===== src/rtl/core/sorted_key_table_with_argmax_defines.svh =====
// Assertion macros for the sorted key table with argmax.
// Used by the top level only; needs a clock named i_clk and a reset named i_rst_n.
`ifndef SORTED_KEY_TABLE_WITH_ARGMAX_DEFINES_SVH
`define SORTED_KEY_TABLE_WITH_ARGMAX_DEFINES_SVH

// The consequent must hold in the same cycle as the antecedent.
`define SKT_ASSERT_SAME(lbl, ante, cons, msg) \
    lbl: assert property (@(posedge i_clk) disable iff (!i_rst_n) (ante) |-> (cons)) \
        else $error(msg);

// The consequent must hold in the cycle after the antecedent.
`define SKT_ASSERT_NEXT(lbl, ante, cons, msg) \
    lbl: assert property (@(posedge i_clk) disable iff (!i_rst_n) (ante) |=> (cons)) \
        else $error(msg);

`endif


===== src/rtl/core/skt_pkg.sv =====
// Shared types and constants of the sorted key table with argmax.
// No dependencies; imported by the controller, the datapath and the top level.
package skt_pkg;

    localparam int TABLE_DEPTH = 64;
    localparam int ADDR_W      = $clog2(TABLE_DEPTH);
    localparam int CNT_W       = $clog2(TABLE_DEPTH + 1);
    localparam int ID_W        = 27;
    localparam int MARK_W      = 16;
    localparam int POS_W       = 7;
    localparam int COUNT_W     = 7;
    localparam int CMD_W       = 3;
    localparam int STATUS_W    = 3;
    localparam int IN_W        = 56;
    localparam int OUT_W       = 56;

    typedef enum logic [CMD_W-1:0] {
        CMD_INSERT   = 3'd0,
        CMD_DELETE   = 3'd1,
        CMD_REPL_ID  = 3'd2,
        CMD_REPL_POS = 3'd3,
        CMD_FIND_ID  = 3'd4,
        CMD_READ_POS = 3'd5,
        CMD_READ_MAX = 3'd6,
        CMD_UNUSED   = 3'd7
    } t_cmd;

    typedef enum logic [STATUS_W-1:0] {
        ST_OK        = 3'd0,
        ST_FULL      = 3'd1,
        ST_NOT_FOUND = 3'd2,
        ST_BAD_POS   = 3'd3,
        ST_NO_MARK   = 3'd4,
        ST_DUP       = 3'd5
    } t_status;

    typedef struct packed {
        logic [ID_W-1:0]   id;
        logic              marked;
        logic [MARK_W-1:0] mark;
    } t_entry;

    // Datapath operations issued by the controller, one per cycle.
    typedef enum logic [4:0] {
        UOP_NONE,
        UOP_LOAD,
        UOP_SRCH_INIT,
        UOP_SRCH_RD,
        UOP_SRCH_CMP,
        UOP_INS_INIT,
        UOP_INS_RD,
        UOP_INS_MOVE,
        UOP_INS_PUT,
        UOP_DEL_INIT,
        UOP_DEL_RD,
        UOP_DEL_MOVE,
        UOP_DEL_END,
        UOP_WR_FOUND,
        UOP_WR_POS,
        UOP_SCAN_INIT,
        UOP_SCAN_RD,
        UOP_SCAN_CMP,
        UOP_SHOW_RD,
        UOP_RESULT
    } t_uop;

    typedef struct packed {
        t_uop    uop;
        t_status status;
        logic    show;
    } t_ctl;

    typedef struct packed {
        logic [CMD_W-1:0] cmd;
        logic             full;
        logic             srch_end;
        logic             hit;
        logic             ptr_zero;
        logic             id_greater;
        logic             del_end;
        logic             scan_end;
        logic             pos_bad;
        logic             best_bad;
        logic             out_free;
    } t_dp_sts;

endpackage


===== src/rtl/core/sorted_key_table_with_argmax.sv =====
// Sorted key table with argmax tracking: up to 64 entries kept in id order.
// One command beat in on the slave stream, one result beat out on the master stream.
// Command tdata: cmd, key_id, has_mark, mark_value, position (lowest bits first).
// Result tdata: status, out_id, out_has_mark, out_mark, entry_count.
// Commands are taken one at a time; tready is high only while no command is at work.
// Lookups use a binary search, one probe read and one compare a probe, so at most 7 probes.
// Insert and delete move one entry at a time, a read and then a write, through the
// entry memory, and every changing command ends with a rescan for the best
// marked entry, one read and one compare an entry. Reads by position or of the
// maximum go from the dispatch state straight to the done state.
// Reset empties the table and forgets the best entry; no clearing pass.
// The result waits in an output register while the receiver stalls; a new
// command is accepted meanwhile, and its result is held back until the
// earlier one has been taken.
// Depends on skt_pkg, skt_ctrl, skt_dpath and the assertion macro header.
`include "sorted_key_table_with_argmax_defines.svh"

module sorted_key_table_with_argmax
    import skt_pkg::*;
(
    input  logic             i_clk,
    input  logic             i_rst_n,
    input  logic             i_s_axis_tvalid,
    output logic             o_s_axis_tready,
    // cmd[2:0], key_id[29:3], has_mark[30], mark_value[46:31], position[53:47], zeros
    input  logic [IN_W-1:0]  i_s_axis_tdata,
    output logic             o_m_axis_tvalid,
    input  logic             i_m_axis_tready,
    // status[2:0], out_id[29:3], out_has_mark[30], out_mark[46:31], entry_count[53:47]
    output logic [OUT_W-1:0] o_m_axis_tdata
);

    t_ctl    ctl;
    t_dp_sts sts;
    logic    start;

    assign start = i_s_axis_tvalid && o_s_axis_tready;

    // Command sequencer.
    skt_ctrl u_ctrl (
        .i_clk   (i_clk),
        .i_rst_n (i_rst_n),
        .i_start (start),
        .o_ready (o_s_axis_tready),
        .i_sts   (sts),
        .o_ctl   (ctl)
    );

    // Entry memory and working registers.
    skt_dpath u_dpath (
        .i_clk       (i_clk),
        .i_rst_n     (i_rst_n),
        .i_in_data   (i_s_axis_tdata),
        .i_ctl       (ctl),
        .o_sts       (sts),
        .o_out_valid (o_m_axis_tvalid),
        .i_out_ready (i_m_axis_tready),
        .o_out_data  (o_m_axis_tdata)
    );

    // A command in work blocks the next one.
    `SKT_ASSERT_NEXT(a_one_at_a_time, start, !o_s_axis_tready, "second command taken during work")
    // The count never exceeds the table depth.
    `SKT_ASSERT_SAME(a_count_range, o_m_axis_tvalid, 32'(o_m_axis_tdata[53:47]) <= TABLE_DEPTH, "entry count above depth")
    // The id and mark fields stay zero unless the status is ok.
    `SKT_ASSERT_SAME(a_zero_on_error, o_m_axis_tvalid && (o_m_axis_tdata[2:0] != ST_OK), o_m_axis_tdata[46:3] == '0, "payload on error status")

endmodule


===== src/rtl/core/skt_dpath.sv =====
// Datapath of the sorted key table: entry memory, search, shift and scan registers,
// and the result register. Depends on skt_pkg.
module skt_dpath
    import skt_pkg::*;
(
    input  logic             i_clk,
    input  logic             i_rst_n,
    input  logic [IN_W-1:0]  i_in_data,
    input  t_ctl             i_ctl,
    output t_dp_sts          o_sts,
    output logic             o_out_valid,
    input  logic             i_out_ready,
    output logic [OUT_W-1:0] o_out_data
);

    t_entry                 mem [TABLE_DEPTH];
    t_entry                 r_rd;
    logic [CMD_W-1:0]       r_cmd;
    logic [ID_W-1:0]        r_id;
    logic                   r_flag;
    logic [MARK_W-1:0]      r_mark;
    logic [POS_W-1:0]       r_pos;
    logic [CNT_W-1:0]       r_fill;
    logic [CNT_W-1:0]       r_lo;
    logic [CNT_W-1:0]       r_hi;
    logic [ADDR_W-1:0]      r_mid;
    logic                   r_hit;
    logic [CNT_W-1:0]       r_ptr;
    logic                   r_bvalid;
    logic [ADDR_W-1:0]      r_bidx;
    logic [MARK_W-1:0]      r_bmark;
    logic [ID_W-1:0]        r_bid;
    logic                   r_ovalid;
    logic [STATUS_W-1:0]    r_ostatus;
    t_entry                 r_oent;
    logic [COUNT_W-1:0]     r_ocount;

    logic [CNT_W-1:0]       mid_full;
    logic [ADDR_W-1:0]      pos_idx;
    logic [ADDR_W-1:0]      show_idx;
    logic                   rd_en;
    logic [ADDR_W-1:0]      rd_addr;
    logic                   wr_en;
    logic [ADDR_W-1:0]      wr_addr;
    t_entry                 wr_data;
    t_entry                 new_ent;
    logic                   better;

    // Midpoint of the open search window, position index and shown entry index.
    assign mid_full = r_lo + ((r_hi - CNT_W'(1) - r_lo) >> 1);
    assign pos_idx  = ADDR_W'(r_pos - POS_W'(1));
    assign new_ent  = '{id: r_id, marked: r_flag, mark: r_mark};

    always_comb begin
        case (r_cmd)
            CMD_READ_POS: show_idx = pos_idx;
            CMD_READ_MAX: show_idx = r_bidx;
            default:      show_idx = r_mid;
        endcase
    end

    // Memory port selection for the current operation.
    always_comb begin
        rd_en   = 1'b1;
        rd_addr = ADDR_W'(r_ptr);
        wr_en   = 1'b0;
        wr_addr = ADDR_W'(r_ptr);
        wr_data = r_rd;
        case (i_ctl.uop)
            UOP_SRCH_RD: rd_addr = ADDR_W'(mid_full);
            UOP_INS_RD:  rd_addr = ADDR_W'(r_ptr - CNT_W'(1));
            UOP_DEL_RD:  rd_addr = ADDR_W'(r_ptr + CNT_W'(1));
            UOP_SCAN_RD: rd_addr = ADDR_W'(r_ptr);
            UOP_SHOW_RD: rd_addr = show_idx;
            default:     rd_en   = 1'b0;
        endcase
        case (i_ctl.uop)
            UOP_INS_MOVE, UOP_DEL_MOVE: wr_en = 1'b1;
            UOP_INS_PUT: begin
                wr_en   = 1'b1;
                wr_data = new_ent;
            end
            UOP_WR_FOUND: begin
                wr_en   = 1'b1;
                wr_addr = r_mid;
                wr_data = new_ent;
            end
            UOP_WR_POS: begin
                wr_en   = 1'b1;
                wr_addr = pos_idx;
                wr_data = new_ent;
            end
            default: wr_en = 1'b0;
        endcase
    end

    // Entry memory with a registered read port.
    always_ff @(posedge i_clk) begin
        if (wr_en) begin
            mem[wr_addr] <= wr_data;
        end
        if (rd_en) begin
            r_rd <= mem[rd_addr];
        end
    end

    // A marked entry wins on a higher mark, or on an equal mark and a lower id.
    assign better = r_rd.marked && (!r_bvalid || (r_rd.mark > r_bmark) ||
                    ((r_rd.mark == r_bmark) && (r_rd.id < r_bid)));

    // Command, search, shift and scan registers.
    always_ff @(posedge i_clk) begin
        case (i_ctl.uop)
            UOP_LOAD: begin
                r_cmd  <= i_in_data[2:0];
                r_id   <= i_in_data[29:3];
                r_flag <= i_in_data[30];
                r_mark <= i_in_data[46:31];
                r_pos  <= i_in_data[53:47];
            end
            UOP_SRCH_INIT: begin
                r_lo  <= '0;
                r_hi  <= r_fill;
                r_hit <= 1'b0;
            end
            UOP_SRCH_RD: r_mid <= ADDR_W'(mid_full);
            UOP_SRCH_CMP: begin
                if (r_rd.id == r_id) begin
                    r_hit <= 1'b1;
                end else if (r_id < r_rd.id) begin
                    r_hi <= CNT_W'(r_mid);
                end else begin
                    r_lo <= CNT_W'(r_mid) + CNT_W'(1);
                end
            end
            UOP_INS_INIT:  r_ptr <= r_fill;
            UOP_INS_MOVE:  r_ptr <= r_ptr - CNT_W'(1);
            UOP_DEL_INIT:  r_ptr <= CNT_W'(r_mid);
            UOP_DEL_MOVE:  r_ptr <= r_ptr + CNT_W'(1);
            UOP_SCAN_INIT: r_ptr <= '0;
            UOP_SCAN_CMP:  r_ptr <= r_ptr + CNT_W'(1);
            default: ;
        endcase
        if (i_ctl.uop == UOP_SCAN_CMP && better) begin
            r_bmark <= r_rd.mark;
            r_bid   <= r_rd.id;
        end
    end

    // Fill count and best entry index, cleared at reset.
    always_ff @(posedge i_clk) begin
        if (!i_rst_n) begin
            r_fill   <= '0;
            r_bvalid <= 1'b0;
            r_bidx   <= '0;
        end else begin
            case (i_ctl.uop)
                UOP_INS_PUT: r_fill <= r_fill + CNT_W'(1);
                UOP_DEL_END: r_fill <= r_fill - CNT_W'(1);
                UOP_SCAN_INIT: begin
                    r_bvalid <= 1'b0;
                    r_bidx   <= '0;
                end
                UOP_SCAN_CMP: begin
                    if (better) begin
                        r_bvalid <= 1'b1;
                        r_bidx   <= ADDR_W'(r_ptr);
                    end
                end
                default: ;
            endcase
        end
    end

    // Result register: loaded by the controller, emptied by the receiver.
    always_ff @(posedge i_clk) begin
        if (!i_rst_n) begin
            r_ovalid <= 1'b0;
        end else if (i_ctl.uop == UOP_RESULT) begin
            r_ovalid <= 1'b1;
        end else if (i_out_ready) begin
            r_ovalid <= 1'b0;
        end
    end

    always_ff @(posedge i_clk) begin
        if (i_ctl.uop == UOP_RESULT) begin
            r_ostatus <= i_ctl.status;
            r_oent    <= i_ctl.show ? r_rd : '0;
            r_ocount  <= COUNT_W'(r_fill);
        end
    end

    // Status towards the controller.
    always_comb begin
        o_sts.cmd        = r_cmd;
        o_sts.full       = (32'(r_fill) >= TABLE_DEPTH);
        o_sts.srch_end   = r_hit || (r_lo >= r_hi);
        o_sts.hit        = r_hit;
        o_sts.ptr_zero   = (r_ptr == '0);
        o_sts.id_greater = (r_id > r_rd.id);
        o_sts.del_end    = ((r_ptr + CNT_W'(1)) >= r_fill);
        o_sts.scan_end   = (r_ptr >= r_fill);
        o_sts.pos_bad    = (r_pos == '0) || (32'(r_pos) > 32'(r_fill));
        o_sts.best_bad   = !r_bvalid || (32'(r_bidx) >= 32'(r_fill));
        o_sts.out_free   = !r_ovalid || i_out_ready;
    end

    assign o_out_valid = r_ovalid;
    assign o_out_data  = {2'b00, r_ocount, r_oent.mark, r_oent.marked, r_oent.id, r_ostatus};

endmodule


===== src/rtl/core/skt_ctrl.sv =====
// Controller state machine of the sorted key table: sequences search, shift,
// rescan and result steps on the datapath. Depends on skt_pkg.
module skt_ctrl
    import skt_pkg::*;
(
    input  logic    i_clk,
    input  logic    i_rst_n,
    input  logic    i_start,
    output logic    o_ready,
    input  t_dp_sts i_sts,
    output t_ctl    o_ctl
);

    typedef enum logic [12:0] {
        S_IDLE  = 13'b0000000000001,
        S_DISP  = 13'b0000000000010,
        S_SRD   = 13'b0000000000100,
        S_SCMP  = 13'b0000000001000,
        S_IRD   = 13'b0000000010000,
        S_ICMP  = 13'b0000000100000,
        S_DRD   = 13'b0000001000000,
        S_DMV   = 13'b0000010000000,
        S_SINIT = 13'b0000100000000,
        S_CRD   = 13'b0001000000000,
        S_CCMP  = 13'b0010000000000,
        S_IPUT  = 13'b0100000000000,
        S_DONE  = 13'b1000000000000
    } t_state;

    t_state  r_state, n_state;
    t_status r_status, n_status;
    logic    r_show, n_show;
    t_uop    uop;

    // Next state and operation for the datapath.
    always_comb begin
        n_state  = r_state;
        n_status = r_status;
        n_show   = r_show;
        uop      = UOP_NONE;
        case (r_state)
            S_IDLE: begin
                if (i_start) begin
                    uop      = UOP_LOAD;
                    n_status = ST_OK;
                    n_show   = 1'b0;
                    n_state  = S_DISP;
                end
            end
            S_DISP: begin
                case (i_sts.cmd)
                    CMD_INSERT: begin
                        if (i_sts.full) begin
                            n_status = ST_FULL;
                            n_state  = S_DONE;
                        end else begin
                            uop     = UOP_SRCH_INIT;
                            n_state = S_SRD;
                        end
                    end
                    CMD_DELETE, CMD_REPL_ID, CMD_FIND_ID: begin
                        uop     = UOP_SRCH_INIT;
                        n_state = S_SRD;
                    end
                    CMD_REPL_POS: begin
                        if (i_sts.pos_bad) begin
                            n_status = ST_BAD_POS;
                            n_state  = S_DONE;
                        end else begin
                            uop     = UOP_WR_POS;
                            n_state = S_SINIT;
                        end
                    end
                    CMD_READ_POS: begin
                        if (i_sts.pos_bad) begin
                            n_status = ST_BAD_POS;
                        end else begin
                            uop    = UOP_SHOW_RD;
                            n_show = 1'b1;
                        end
                        n_state = S_DONE;
                    end
                    CMD_READ_MAX: begin
                        if (i_sts.best_bad) begin
                            n_status = ST_NO_MARK;
                        end else begin
                            uop    = UOP_SHOW_RD;
                            n_show = 1'b1;
                        end
                        n_state = S_DONE;
                    end
                    default: n_state = S_DONE;
                endcase
            end
            // Binary search: one probe read, then one compare.
            S_SRD: begin
                if (!i_sts.srch_end) begin
                    uop     = UOP_SRCH_RD;
                    n_state = S_SCMP;
                end else if (i_sts.cmd == CMD_INSERT) begin
                    if (i_sts.hit) begin
                        n_status = ST_DUP;
                        n_state  = S_DONE;
                    end else begin
                        uop     = UOP_INS_INIT;
                        n_state = S_IRD;
                    end
                end else if (!i_sts.hit) begin
                    n_status = ST_NOT_FOUND;
                    n_state  = S_DONE;
                end else if (i_sts.cmd == CMD_DELETE) begin
                    uop     = UOP_DEL_INIT;
                    n_state = S_DRD;
                end else if (i_sts.cmd == CMD_REPL_ID) begin
                    uop     = UOP_WR_FOUND;
                    n_state = S_SINIT;
                end else begin
                    uop     = UOP_SHOW_RD;
                    n_show  = 1'b1;
                    n_state = S_DONE;
                end
            end
            S_SCMP: begin
                uop     = UOP_SRCH_CMP;
                n_state = S_SRD;
            end
            // Insert: shift larger entries up one place from the top down.
            S_IRD: begin
                if (i_sts.ptr_zero) begin
                    n_state = S_IPUT;
                end else begin
                    uop     = UOP_INS_RD;
                    n_state = S_ICMP;
                end
            end
            S_ICMP: begin
                if (i_sts.id_greater) begin
                    n_state = S_IPUT;
                end else begin
                    uop     = UOP_INS_MOVE;
                    n_state = S_IRD;
                end
            end
            S_IPUT: begin
                uop     = UOP_INS_PUT;
                n_state = S_SINIT;
            end
            // Delete: shift the entries above the hole down one place.
            S_DRD: begin
                if (i_sts.del_end) begin
                    uop     = UOP_DEL_END;
                    n_state = S_SINIT;
                end else begin
                    uop     = UOP_DEL_RD;
                    n_state = S_DMV;
                end
            end
            S_DMV: begin
                uop     = UOP_DEL_MOVE;
                n_state = S_DRD;
            end
            // Rescan of the whole table for the best marked entry.
            S_SINIT: begin
                uop     = UOP_SCAN_INIT;
                n_state = S_CRD;
            end
            S_CRD: begin
                if (i_sts.scan_end) begin
                    n_state = S_DONE;
                end else begin
                    uop     = UOP_SCAN_RD;
                    n_state = S_CCMP;
                end
            end
            S_CCMP: begin
                uop     = UOP_SCAN_CMP;
                n_state = S_CRD;
            end
            S_DONE: begin
                if (i_sts.out_free) begin
                    uop     = UOP_RESULT;
                    n_state = S_IDLE;
                end
            end
            default: n_state = S_IDLE;
        endcase
    end

    always_ff @(posedge i_clk) begin
        if (!i_rst_n) begin
            r_state  <= S_IDLE;
            r_status <= ST_OK;
            r_show   <= 1'b0;
        end else begin
            r_state  <= n_state;
            r_status <= n_status;
            r_show   <= n_show;
        end
    end

    assign o_ready       = (r_state == S_IDLE);
    assign o_ctl.uop     = uop;
    assign o_ctl.status  = r_status;
    assign o_ctl.show    = r_show;

endmodule


===== config.mk =====
export PLATFORM = sky130hd
export DESIGN_NAME = sorted_key_table_with_argmax
export DESIGN_NICKNAME = d
export VERILOG_FILES = /design/src/rtl/core/skt_pkg.sv /design/src/rtl/core/sorted_key_table_with_argmax.sv /design/src/rtl/core/skt_dpath.sv /design/src/rtl/core/skt_ctrl.sv
export VERILOG_INCLUDE_DIRS = /design/src /design/src/rtl/core
export SDC_FILE = /design/constraint.sdc
export NUM_CORES = 2
export LEC_CHECK = 0
export BUFFER_PORTS_ARGS = -buffer_cell sky130_fd_sc_hd__buf_4
export CAP_MARGIN = 20
export CORE_MARGIN = 2
export CORE_UTILIZATION = 28
export DETAILED_ROUTE_END_ITERATION = 6
export SLEW_MARGIN = 20
export SYNTH_ARGS = -nofsm -noshare
export SYNTH_HDL_FRONTEND = slang
export SYNTH_SLANG_ARGS = --single-unit

===== constraint.sdc =====
create_clock -name i_clk -period 20.4 [get_ports i_clk]
set_input_delay 3.06 -clock i_clk [delete_from_list [all_inputs] [get_ports i_clk]]
set_output_delay 3.06 -clock i_clk [all_outputs]
set_load 0.02 [all_outputs]

==> flow_metrics.env <==
export IMPL_yosysWarnings=0
export IMPL_reg2reg_depth=16
export IMPL_powerDensity_nw_per_um2=88.0
export IMPL_reg2reg_to="u_dpath.r_rd[11]"
export IMPL_fin_crit_sh=0.496
export IMPL_hold_slack_ns=0.448
export IMPL_antenna_found_initial=22
export IMPL_clkSinkCount=3071
export IMPL_hp_class="register to register"
export IMPL_gr_usage_all_layers=0.172
export IMPL_vias_per_cell=5.50
export IMPL_wl_per_cell_um=28.1
export IMPL_path_clk_slew_ns=0.06
export IMPL_routabilityCongestion=0.869
export IMPL_cts_tree="done"
export IMPL_outcome="completed"
export IMPL_routed_via_count=79331
export IMPL_setup_slack_ns=10.28
export IMPL_netlist_area_leader_share=0.733
export IMPL_pin_count=118
export IMPL_synth_cell_types=103
export IMPL_nets=8469
export IMPL_die_h_um=671
export IMPL_ant_nets=0
export IMPL_post_route_min_period_ns=10.12
export IMPL_cp_endpoint="u_dpath.r_rd[11]"
export IMPL_arrival_ns=10.91
export IMPL_synth_edf_count=3039
export IMPL_p_leak_nw=46.6
export IMPL_rsz0062_at_grt="false"
export IMPL_yosysSeqAreaShare=0.738
export IMPL_initial_utilization=0.282
export IMPL_yosys_area_top_type="edfxtp_1"
export IMPL_grt_ovfl_total=0
export IMPL_drive_gt1_frac=0.114
export IMPL_drv_cap=0
export IMPL_cp_required_ns=21.18
export IMPL_grt_start_max_net_pins=171
export IMPL_p_total_mw=12.6
export IMPL_startpoint="i_m_axis_tready"
export IMPL_worstSetupStartpointType="input pin"
export IMPL_synthArstFlopShare=0
export IMPL_clock_latency_ns=0.98
export IMPL_relSlewSlack=0.181
export IMPL_drt_iter0_drc=12227
export IMPL_std_cell_rows=244
export IMPL_crit_path_max_incr_delay_ns=0.90
export IMPL_fillCellCount=42332
export IMPL_place_ws_ns=9.54
export IMPL_syn_area_um2=125000
export IMPL_reg2reg_from="u_dpath.r_rd[41]"
export IMPL_crit_path_cell_trace="buf_4 -> nor2b_1 -> nor2_4 -> or4_1 -> a311oi_1 -> o21a_1 -> nand3_4 -> nand2_8 -> buf_4 -> buf_4 -> buf_4 -> a211oi_1 -> a2111oi_0 -> a31oi_1 -> nor4_1"
export IMPL_final_common_cell="edfxtp_1"
export IMPL_mostFrequentLayoutCells="edfxtp_1 (3039), and3_1 (832), a211oi_1 (779)"
export IMPL_final_cells=14427
export IMPL_cts_max_level=5
export IMPL_hold_viol=0
export IMPL_first_pass_iters=6
export IMPL_syn_area_per_cell_um2=15.1
export IMPL_drc=0
export IMPL_io_buffers=113
export IMPL_cp_slowest_cell="buf_4"
export IMPL_tns_ns=0
export IMPL_dp_cells=13853
export IMPL_numCtsBuffers=331
export IMPL_cpMostUsedCell="buf_4"
export IMPL_hold_buffers=0
export IMPL_cts_resized_gates=0
export IMPL_path_class="input pin to register"
export IMPL_synth_seq_cells=3071
export IMPL_drv_slew=0
export IMPL_crit_fanout=90
export IMPL_worst_path_buf_inv=4
export IMPL_worstSetupPathDepth=15
export IMPL_grt_pass1_vias=75315
export IMPL_coreArea_um2=442000
export IMPL_cts_max_path_buffers=4
export IMPL_area_delta_synth_final_pct=14.6
export IMPL_setup_viol=0
export IMPL_end_kind="register"
export IMPL_routed_wl_um=405000
export IMPL_vdd_drop_max_v=0.0000665
export IMPL_fin_skew_ns=0.0746
export IMPL_synth_area_leaders="edfxtp_1 (73%), a211oi_1 (4.7%), and3_1 (4.2%), nand2_1 (1.9%), mux2i_1 (1.6%)"
export IMPL_dp_hpwl_um=218000
export IMPL_cts_root_buf="clkbuf_16"
export IMPL_syn_inst=8227
export IMPL_fmax_ghz=0.0988
export IMPL_cp_top_family="buffers and inverters"
export IMPL_die_area_um2=450000
export IMPL_tightest_slew_ns=1.23
export IMPL_cts_setup_buffers=0
export IMPL_fp_dieW_um=671
export IMPL_synth_main_ff_cell="edfxtp_1"
export IMPL_grt_pass1_wl_um=564000
export IMPL_regToRegSetupSlack_ns=10.31
-- per-stage QoR --
step | area, um2 | utilization
final | 143000 | 0.323
after global routing | 143000 | 0.323
after CTS | 143000 | 0.323
after detailed placement | 133000 | 0.300
after global placement | 133000 | 0.300
after floorplan | 125000 | -
-- logic make-up (layout without fill, tap and decap cells) --
family / count (synthesis) / after routing / synth area share
buffers and inverters: 738 / 1022 / 0.0275
DFF: 3071 / 3071 / 0.738
muxes: 224 / 224 / 0.0184
and+or+nand+nor: 2230 / 2230 / 0.0962
other: 1 / 13 / 0.0000301
AOI/OAI and AO/OA: 1804 / 1804 / 0.105
xor gates and xnor gates: 33 / 33 / 0.00232
adders and majority gates: 126 / 126 / 0.0128
-- how the worst min path moves through the flow --
stage,start,end,cells past startpoint
2_1_floorplan,u_ctrl.r_status[1],u_dpath.r_ostatus[1],0
4_1_cts,u_ctrl.r_status[1],u_dpath.r_ostatus[1],0
6_report,u_ctrl.r_status[1],u_dpath.r_ostatus[1],0
3_5_place_dp,u_ctrl.r_status[1],u_dpath.r_ostatus[1],0
3_3_place_gp,u_ctrl.r_status[1],u_dpath.r_ostatus[1],0
5_1_grt,u_ctrl.r_status[0],u_dpath.r_ostatus[0],0
-- state kept, by name, indices dropped and copies added (netlist names), 13 cells and up --
register,cells
u_dpath.mem,2816
u_dpath.o_out_data,44
u_dpath.r_rd,44
u_dpath.r_bid,27
u_dpath.r_id,27
u_dpath.r_bmark,16
u_dpath.r_mark,16
u_ctrl.r_state,13
-- per-layer routing --
metal | vias to the layer above | global-route usage | routed length, um
met1 | 40322 | 0.229 | 157000
met4 | 12 | 0.0709 | 17700
li1 | 33109 | - | -
met2 | 4993 | 0.272 | 184000
met5 | - | 0 | 80
met3 | 895 | 0.0374 | 46500
-- cells in the mapped netlist (164+ instances only) --
library cell	n
edfxtp_1	3039
a32oi_1	226
mux2i_1	200
clkbuf_1	299
nor4_1	181
buf_2	228
and3_1	834
a211oi_1	781
o21ai_0	182
nand3_1	199
nand2_1	619
a21oi_1	164
-- worst reg2reg max path: cells and delay by family, from the launching register on --
| family | cells | cell delay [ns] |
|---|---|---|
| AND/OR/NAND/NOR | 6 | 3.09 |
| flip-flops | 1 | 0.91 |
| adder cells (fa/ha/maj) | 1 | 0.37 |
| buffers and inverters | 4 | 3.09 |
| AO/OA/AOI/OAI | 5 | 2.46 |
-- area by class of cell --
cell class / count / area (um2) / share of cell area
flip-flops and latches: 3071 / 91900 / 0.644
multi-input cells: 4419 / 30400 / 0.213
clock buffers: 419 / 8740 / 0.0612
well taps: 5904 / 7390 / 0.0517
repair buffers: 345 / 2690 / 0.0188
clock inverters: 143 / 1250 / 0.00873
inverters: 115 / 432 / 0.00302
diodes: 11 / 27.5 / 0.000193
-- where the power goes --
part	switching (mW)	total [mW]	internal, mW
Clock	2.37	5.65	3.28
Combinational	0.0426	0.0659	0.0234
Sequential	0.0119	6.85	6.84
No activity file was read; power rests on OpenSTA's default activity.
